### src/twlk_pkg.sv
// Shared types and constants for the two-level page table walker.
// No dependencies; imported by every module of the walker.
package twlk_pkg;

    localparam logic [31:0] FRAME_MASK = 32'hFFFF_F000;
    localparam logic [31:0] LARGE_MASK = 32'hFFC0_0000;
    localparam logic [31:0] LARGE_OFS_MASK = 32'h003F_FFFF;
    localparam logic [31:0] PAGE_OFS_MASK = 32'h0000_0FFF;

    localparam int ENT_PRESENT_BIT = 0;
    localparam int ENT_WRITABLE_BIT = 1;
    localparam int ENT_LARGE_BIT = 7;

    localparam int S_TDATA_W = 96;
    localparam int M_TDATA_W = 104;

    typedef enum logic {
        FUNC_REQUEST  = 1'b0,
        FUNC_RESPONSE = 1'b1
    } func_t;

    typedef enum logic {
        KIND_READ  = 1'b0,
        KIND_FINAL = 1'b1
    } kind_t;

    typedef enum logic [1:0] {
        ST_OK          = 2'd0,
        ST_NOT_PRESENT = 2'd1,
        ST_UNEXPECTED  = 2'd2
    } status_t;

    // Classified beat handed from the front to the back.
    // data is the directory entry address for a request, the entry word for a response.
    typedef struct packed {
        func_t       op;
        logic [31:0] virt_addr;
        logic [31:0] data;
    } cmd_t;

    typedef struct packed {
        logic full;
        logic empty;
    } queue_stat_t;

    typedef struct packed {
        kind_t       kind;
        logic [31:0] entry_word;
        logic        large_page;
        logic        writable;
        status_t     status;
        logic [31:0] phys_addr;
        logic [31:0] mem_addr;
    } result_t;

endpackage

### src/two_level_page_table_walker_top.sv
// Top level of the two-level page table walker: front decode, command queue,
// and walk back end. Depends on twlk_pkg, twlk_front, twlk_queue, twlk_back.
//
//  Channel  Dir  Beat contents
//  s_axis   in   tuser: func; tdata: virt_addr, dir_base, mem_data
//  m_axis   out  tuser: kind; tdata: mem_addr, phys_addr, status, writable,
//                large_page, entry_word
//  cfg      in   cfg_wr_data: write_protect_on
//
// One beat per cycle in and out unless m_axis stalls or the queue fills; every input beat gives one result beat.
// Each beat is registered first in the command queue and then in the output register.
// Reset clears the queue, the output valid flag and the walk phase; write protect resets to 1.
// The output register refills in the cycle it is taken; the queue absorbs
// up to FIFO_DEPTH beats while m_axis stalls, then s_axis_tready drops.
module two_level_page_table_walker_top #(
    parameter int FIFO_DEPTH = 2
) (
    input  logic                           aclk,
    input  logic                           aresetn,
    input  logic                           cfg_wr_en,
    input  logic                           cfg_wr_data,
    input  logic                           s_axis_tvalid,
    output logic                           s_axis_tready,
    // [31:0] virt_addr, [63:32] dir_base, [95:64] mem_data
    input  logic [twlk_pkg::S_TDATA_W-1:0] s_axis_tdata,
    // [0] func
    input  logic                           s_axis_tuser,
    output logic                           m_axis_tvalid,
    input  logic                           m_axis_tready,
    // [31:0] mem_addr, [63:32] phys_addr, [65:64] status, [66] writable,
    // [67] large_page, [99:68] entry_word, [103:100] zero
    output logic [twlk_pkg::M_TDATA_W-1:0] m_axis_tdata,
    // [0] kind
    output logic                           m_axis_tuser
);
    import twlk_pkg::*;

    queue_stat_t q_stat;
    cmd_t        push_cmd;
    cmd_t        head_cmd;
    logic        push;
    logic        pop;

    twlk_front u_front (
        .s_axis_tvalid (s_axis_tvalid),
        .s_axis_tready (s_axis_tready),
        .s_axis_tdata  (s_axis_tdata),
        .s_axis_tuser  (s_axis_tuser),
        .q_stat        (q_stat),
        .push          (push),
        .cmd           (push_cmd)
    );

    twlk_queue #(
        .DEPTH (FIFO_DEPTH)
    ) u_queue (
        .aclk     (aclk),
        .aresetn  (aresetn),
        .push     (push),
        .push_cmd (push_cmd),
        .pop      (pop),
        .head_cmd (head_cmd),
        .q_stat   (q_stat)
    );

    twlk_back u_back (
        .aclk          (aclk),
        .aresetn       (aresetn),
        .cfg_wr_en     (cfg_wr_en),
        .cfg_wr_data   (cfg_wr_data),
        .head_cmd      (head_cmd),
        .q_stat        (q_stat),
        .pop           (pop),
        .m_axis_tvalid (m_axis_tvalid),
        .m_axis_tready (m_axis_tready),
        .m_axis_tdata  (m_axis_tdata),
        .m_axis_tuser  (m_axis_tuser)
    );

endmodule

### src/twlk_front.sv
// Front end of the walker: accepts input beats, decodes them and forms the
// directory entry address of a new request. Depends on twlk_pkg.
module twlk_front (
    input  logic                             s_axis_tvalid,
    output logic                             s_axis_tready,
    input  logic [twlk_pkg::S_TDATA_W-1:0]   s_axis_tdata,
    input  logic                             s_axis_tuser,
    input  twlk_pkg::queue_stat_t            q_stat,
    output logic                             push,
    output twlk_pkg::cmd_t                   cmd
);
    import twlk_pkg::*;

    logic [31:0] virt_addr;
    logic [31:0] dir_base;
    logic [31:0] mem_data;
    logic [31:0] dir_entry_addr;

    assign virt_addr = s_axis_tdata[31:0];
    assign dir_base  = s_axis_tdata[63:32];
    assign mem_data  = s_axis_tdata[95:64];

    assign dir_entry_addr = (dir_base & FRAME_MASK) + {20'd0, virt_addr[31:22], 2'b00};

    assign s_axis_tready = !q_stat.full;
    assign push = s_axis_tvalid && !q_stat.full;

    always_comb begin
        cmd.op = func_t'(s_axis_tuser);
        cmd.virt_addr = virt_addr;
        unique case (func_t'(s_axis_tuser))
            FUNC_REQUEST:  cmd.data = dir_entry_addr;
            FUNC_RESPONSE: cmd.data = mem_data;
            default:       cmd.data = mem_data;
        endcase
    end

endmodule

### src/twlk_queue.sv
// Short command queue between the front and the back of the walker.
// Register-array FIFO; depends on twlk_pkg for the command type.
module twlk_queue #(
    parameter int DEPTH = 2
) (
    input  logic                  aclk,
    input  logic                  aresetn,
    input  logic                  push,
    input  twlk_pkg::cmd_t        push_cmd,
    input  logic                  pop,
    output twlk_pkg::cmd_t        head_cmd,
    output twlk_pkg::queue_stat_t q_stat
);
    import twlk_pkg::*;

    localparam int PTR_W = (DEPTH > 1) ? $clog2(DEPTH) : 1;
    localparam int CNT_W = $clog2(DEPTH + 1);
    localparam logic [PTR_W-1:0] LAST_PTR = PTR_W'(DEPTH - 1);
    localparam logic [CNT_W-1:0] FULL_CNT = CNT_W'(DEPTH);

    cmd_t             mem [DEPTH];
    logic [PTR_W-1:0] wr_ptr_reg, wr_ptr_next;
    logic [PTR_W-1:0] rd_ptr_reg, rd_ptr_next;
    logic [CNT_W-1:0] count_reg, count_next;
    logic             do_push, do_pop;

    assign q_stat.full  = (count_reg == FULL_CNT);
    assign q_stat.empty = (count_reg == '0);
    assign do_push = push && !q_stat.full;
    assign do_pop  = pop && !q_stat.empty;
    assign head_cmd = mem[rd_ptr_reg];

    always_comb begin
        wr_ptr_next = wr_ptr_reg;
        rd_ptr_next = rd_ptr_reg;
        count_next  = count_reg;
        if (do_push) begin
            wr_ptr_next = (wr_ptr_reg == LAST_PTR) ? '0 : wr_ptr_reg + 1'b1;
        end
        if (do_pop) begin
            rd_ptr_next = (rd_ptr_reg == LAST_PTR) ? '0 : rd_ptr_reg + 1'b1;
        end
        if (do_push && !do_pop) begin
            count_next = count_reg + 1'b1;
        end else if (do_pop && !do_push) begin
            count_next = count_reg - 1'b1;
        end
    end

    always_ff @(posedge aclk) begin
        if (!aresetn) begin
            wr_ptr_reg <= '0;
            rd_ptr_reg <= '0;
            count_reg  <= '0;
        end else begin
            wr_ptr_reg <= wr_ptr_next;
            rd_ptr_reg <= rd_ptr_next;
            count_reg  <= count_next;
        end
    end

    always_ff @(posedge aclk) begin
        if (do_push) begin
            mem[wr_ptr_reg] <= push_cmd;
        end
    end

endmodule

### src/twlk_back.sv
// Back end of the walker: holds the walk phase and saved virtual address,
// executes queued commands and registers each result. Depends on twlk_pkg.
module twlk_back (
    input  logic                           aclk,
    input  logic                           aresetn,
    input  logic                           cfg_wr_en,
    input  logic                           cfg_wr_data,
    input  twlk_pkg::cmd_t                 head_cmd,
    input  twlk_pkg::queue_stat_t          q_stat,
    output logic                           pop,
    output logic                           m_axis_tvalid,
    input  logic                           m_axis_tready,
    output logic [twlk_pkg::M_TDATA_W-1:0] m_axis_tdata,
    output logic                           m_axis_tuser
);
    import twlk_pkg::*;

    typedef enum logic [2:0] {
        PH_IDLE  = 3'b001,
        PH_DIR   = 3'b010,
        PH_TABLE = 3'b100
    } phase_t;

    phase_t      phase_reg, phase_next;
    logic [31:0] va_reg, va_next;
    logic        wp_reg, wp_next;
    logic        out_valid_reg, out_valid_next;
    result_t     out_reg, out_next;
    logic [31:0] word;
    logic        wr_bit;
    logic [31:0] table_entry_addr;

    assign pop = !q_stat.empty && (!out_valid_reg || m_axis_tready);

    assign word = head_cmd.data;
    assign wr_bit = !wp_reg || word[ENT_WRITABLE_BIT];
    assign table_entry_addr = (word & FRAME_MASK) + {20'd0, va_reg[21:12], 2'b00};

    assign wp_next = cfg_wr_en ? cfg_wr_data : wp_reg;

    always_comb begin
        phase_next = phase_reg;
        va_next = va_reg;
        out_next = '0;
        out_next.kind = KIND_FINAL;
        out_next.status = ST_UNEXPECTED;
        if (head_cmd.op == FUNC_REQUEST) begin
            phase_next = PH_DIR;
            va_next = head_cmd.virt_addr;
            out_next.kind = KIND_READ;
            out_next.status = ST_OK;
            out_next.mem_addr = word;
        end else begin
            unique case (phase_reg)
                PH_DIR: begin
                    if (!word[ENT_PRESENT_BIT]) begin
                        phase_next = PH_IDLE;
                        out_next.status = ST_NOT_PRESENT;
                    end else if (word[ENT_LARGE_BIT]) begin
                        phase_next = PH_IDLE;
                        out_next.status = ST_OK;
                        out_next.phys_addr = (word & LARGE_MASK) | (va_reg & LARGE_OFS_MASK);
                        out_next.writable = wr_bit;
                        out_next.large_page = 1'b1;
                        out_next.entry_word = word;
                    end else begin
                        phase_next = PH_TABLE;
                        out_next.kind = KIND_READ;
                        out_next.status = ST_OK;
                        out_next.mem_addr = table_entry_addr;
                    end
                end
                PH_TABLE: begin
                    phase_next = PH_IDLE;
                    if (!word[ENT_PRESENT_BIT]) begin
                        out_next.status = ST_NOT_PRESENT;
                    end else begin
                        out_next.status = ST_OK;
                        out_next.phys_addr = (word & FRAME_MASK) | (va_reg & PAGE_OFS_MASK);
                        out_next.writable = wr_bit;
                        out_next.entry_word = word;
                    end
                end
                default: begin
                    // stray response: report it and stay idle
                    phase_next = PH_IDLE;
                end
            endcase
        end
    end

    always_comb begin
        out_valid_next = out_valid_reg;
        if (pop) begin
            out_valid_next = 1'b1;
        end else if (m_axis_tready) begin
            out_valid_next = 1'b0;
        end
    end

    always_ff @(posedge aclk) begin
        if (!aresetn) begin
            phase_reg     <= PH_IDLE;
            va_reg        <= '0;
            wp_reg        <= 1'b1;
            out_valid_reg <= 1'b0;
        end else begin
            wp_reg        <= wp_next;
            out_valid_reg <= out_valid_next;
            if (pop) begin
                phase_reg <= phase_next;
                va_reg    <= va_next;
            end
        end
    end

    always_ff @(posedge aclk) begin
        if (pop) begin
            out_reg <= out_next;
        end
    end

    assign m_axis_tvalid = out_valid_reg;
    assign m_axis_tuser  = out_reg.kind;
    assign m_axis_tdata  = {4'd0, out_reg.entry_word, out_reg.large_page, out_reg.writable,
                            out_reg.status, out_reg.phys_addr, out_reg.mem_addr};

`ifndef SYNTHESIS
    a_final_ends_walk: assert property (@(posedge aclk) disable iff (!aresetn)
        (pop && out_next.kind == KIND_FINAL) |=> (phase_reg == PH_IDLE))
        else $error("walk not idle after a final result");

    a_request_starts_walk: assert property (@(posedge aclk) disable iff (!aresetn)
        (pop && head_cmd.op == FUNC_REQUEST) |=>
        (phase_reg == PH_DIR && va_reg == $past(head_cmd.virt_addr)))
        else $error("request did not start a directory read");

    a_fail_fields_clear: assert property (@(posedge aclk) disable iff (!aresetn)
        (out_valid_reg && out_reg.status != ST_OK) |->
        (out_reg.kind == KIND_FINAL && out_reg.phys_addr == '0 &&
         out_reg.entry_word == '0 && !out_reg.writable && !out_reg.large_page))
        else $error("failed walk carries nonzero fields");
`endif

endmodule
### config.mk
export PLATFORM = sky130hd
export DESIGN_NAME = two_level_page_table_walker_top
export DESIGN_NICKNAME = d
export VERILOG_FILES = /design/src/twlk_pkg.sv /design/src/two_level_page_table_walker_top.sv /design/src/twlk_front.sv /design/src/twlk_queue.sv /design/src/twlk_back.sv
export SDC_FILE = /design/constraint.sdc
export NUM_CORES = 1
export LEC_CHECK = 0
export BUFFER_PORTS_ARGS = -buffer_cell sky130_fd_sc_hd__buf_2
export CORE_ASPECT_RATIO = 1.75
export CORE_MARGIN = 10
export CORE_UTILIZATION = 55
export CTS_CLUSTER_DIAMETER = 150
export CTS_CLUSTER_SIZE = 24
export DETAILED_ROUTE_END_ITERATION = 10
export PLACE_DENSITY_LB_ADDON = 0.2
export SYNTH_ARGS = -nofsm -noshare
export SYNTH_HDL_FRONTEND = slang
export SYNTH_SLANG_ARGS = --single-unit
### constraint.sdc
create_clock -name aclk -period 8.8 [get_ports aclk]
set_input_delay 1.76 -clock aclk [delete_from_list [all_inputs] [get_ports aclk]]
set_output_delay 1.76 -clock aclk [all_outputs]
set_load 0.1 [all_outputs]
==> impl_metrics.env <==
export IMPL_ys_flop_type="edfxtp_1"
export IMPL_dieArea_um2=23200
export IMPL_drive_above_1_share_pct=35.8
export IMPL_period_needed_ns=3.77
export IMPL_clk_insertion_delay_late_ns=0.47
export IMPL_synthTopCellsByArea="edfxtp_1 63%, dfxtp_1 6.7%, mux2i_1 5.7%, mux2_2 5.0%, a211oi_1 4.3%"
export IMPL_dpl_cell_area_um2=10400
export IMPL_synth_edf_count=201
export IMPL_ant_nets=0
export IMPL_crit_family="simple AND/OR/NAND/NOR gates"
export IMPL_critPathRequiredTime_ns=8.89
export IMPL_fin_nets=875
export IMPL_max_stage_delay_ns=0.91
export IMPL_grt_total_usage_pct=16.9
export IMPL_num_vias=5700
export IMPL_synthArstFlopShare_pct=0
export IMPL_dieWidth_um=119
export IMPL_ctsHoldBuffers=0
export IMPL_fin_skew_ns=0.0200
export IMPL_syn_area_per_cell_um2=15.4
export IMPL_finalCritPeriodShare_pct=42.8
export IMPL_yosysWarnings=0
export IMPL_critical_path_class="input port to flop"
export IMPL_finalSetupViolations=0
export IMPL_syn_to_final_growth_pct=13.6
export IMPL_grt_max_degree=93
export IMPL_max_freq_mhz=265
export IMPL_row_count=63
export IMPL_yosysTopAreaCell="edfxtp_1"
export IMPL_start_util_pct=56.1
export IMPL_post_cts_resized=0
export IMPL_clockBufferDepth=3
export IMPL_wl_per_cell_um=20.6
export IMPL_hp_class="flop to flop"
export IMPL_start_kind="input port"
export IMPL_worst_slew_pin_slew_ns=1.18
export IMPL_gr_total_overflow=0
export IMPL_worstPathArrival_ns=3.85
export IMPL_place_gp_congestion=0.792
export IMPL_end_kind="flop"
export IMPL_antenna_found_initial=0
export IMPL_numCtsBuffers=13
export IMPL_ys_ff_latch=233
export IMPL_diodes=0
export IMPL_hold_viol_final=0
export IMPL_cp_max_fo=92
export IMPL_cp_buffers_inverters=2
export IMPL_cts_htree_levels=1
export IMPL_drt_total_wl_um=20700
export IMPL_netlist_area_um2=9510
export IMPL_drt_iter0_drc=280
export IMPL_port_buffers=193
export IMPL_postSynthCellCount=619
export IMPL_rsz0062_at_grt="no"
export IMPL_grt_pass1_wl_um=31700
export IMPL_drc_errors=0
export IMPL_path_clk_slew_ns=0.09
export IMPL_crit_slowest_cell="inv_4"
export IMPL_synth_most_common_cell="edfxtp_1"
export IMPL_drt_pass1_iterations=5
export IMPL_tritoncts="built"
export IMPL_root_buffer="clkbuf_16"
export IMPL_core_area_um2=16900
export IMPL_clkSinkCount=233
export IMPL_synth_commonest_cells="201 x edfxtp_1, 54 x a211oi_1, 54 x mux2i_1"
export IMPL_yosysUniqueCellTypes=42
export IMPL_dp_hpwl_um=14200
export IMPL_maxCapViolCount=0
export IMPL_vias_per_cell=5.68
export IMPL_die_y_um=194
export IMPL_synth_top_cell_area_share_pct=63.5
export IMPL_final_area_um2=10800
export IMPL_grt_pass1_vias=6009
export IMPL_tns_ns=0
export IMPL_crit_chain="buf_2, nand2b_1, nand2_1, inv_4"
export IMPL_yosysSeqAreaShare_pct=70.2
export IMPL_slew_viol_final=0
export IMPL_status="completed"
export IMPL_io_pins=210
export IMPL_largest_reg_flops=110
export IMPL_post_cts_buffers=0
export IMPL_relSlewSlack_pct=21.2
## worst paths after layout
kind | start | to | slack (ns) | cells past startpoint
setup / recovery | m_axis_tready | u_back.m_axis_tdata[55]$_SDFFCE_PN0P_ | 5.03 | 4
hold / removal | u_queue.rd_ptr_reg$_SDFFE_PN0P_ | flop | 0.51 | 2
setup reg to reg | flop | u_back.m_axis_tdata[64]$_SDFFCE_PN0P_ | 5.42 | 4
hold reg to reg | u_queue.rd_ptr_reg$_SDFFE_PN0P_ | flop | 0.51 | 2
## worst min-delay path, stage by stage (launching register included)
cell and delay (ns):
dfxtp_1 0.31, o21ai_0 0.10, a21oi_1 0.07
## layout make-up
cell class                      count  area, µm²
Tap cell                          227        284
Multi-Input combinational cell    311       2420
Inverter                           15       58.8
Timing Repair Buffer              197        996
Clock inverter                      1       8.76
Fill cell                        1273       6150
Clock buffer                       20        352
Sequential cell                   233       6680
## logic make-up (layout without fill, tap and decap cells)
kind of cell / Yosys count / in the layout / share of synthesized area, %
AOI/OAI and AO/OA: 121 / 121 / 9.17
xor gates and xnor gates: 3 / 3 / 0.276
adders and majority gates: 1 / 1 / 0.132
buffers and inverters: 78 / 233 / 4.62
DFF: 233 / 233 / 70.2
muxes: 98 / 98 / 11.1
other: 1 / 4 / 0.0394
and+or+nand+nor: 84 / 84 / 4.50
## through the flow
step	std cells	setup WS [ns]	hold WS [ns]	util [%]
6_report	1004	5.03	0.513	63.7
5_1_grt	1004	4.88	0.558	63.7
4_1_cts	1004	5.03	0.515	63.7
3_5_place_dp	983	4.55	0.501	61.6
3_3_place_gp	983	4.69	0.482	61.6
2_1_floorplan	622	4.37	0.441	-
## layout by cell type (no fill, tap or decap), drive strengths merged
master,n
or2,1
a21bo,1
o22ai,11
clkbuf,20
ha,1
edfxtp,201
nand2,15
xor2,2
a221oi,1
and3,1
dfxtp,32
xnor2,1
nand3,13
a221o,1
a211oi,64
or3,3
nand2b,2
a21oi,17
mux2i,55
inv,16
a31oi,23
nor3b,2
nor2b,1
and2,4
conb,4
nand3b,1
o21ai,3
mux2,43
nor2,28
buf,197
nor3,2
nand4,11
## metal layers
layer	GRT usage [%]	up-vias	wire length, µm
li1	-	2673	-
met1	18.1	2808	7600
met2	31.2	181	11200
met3	3.56	38	1210
met4	6.93	0	678
met5	0	-	0
Power is not shown: default switching activity piles up to over one toggle a cycle in this logic, so the estimate is an artifact.
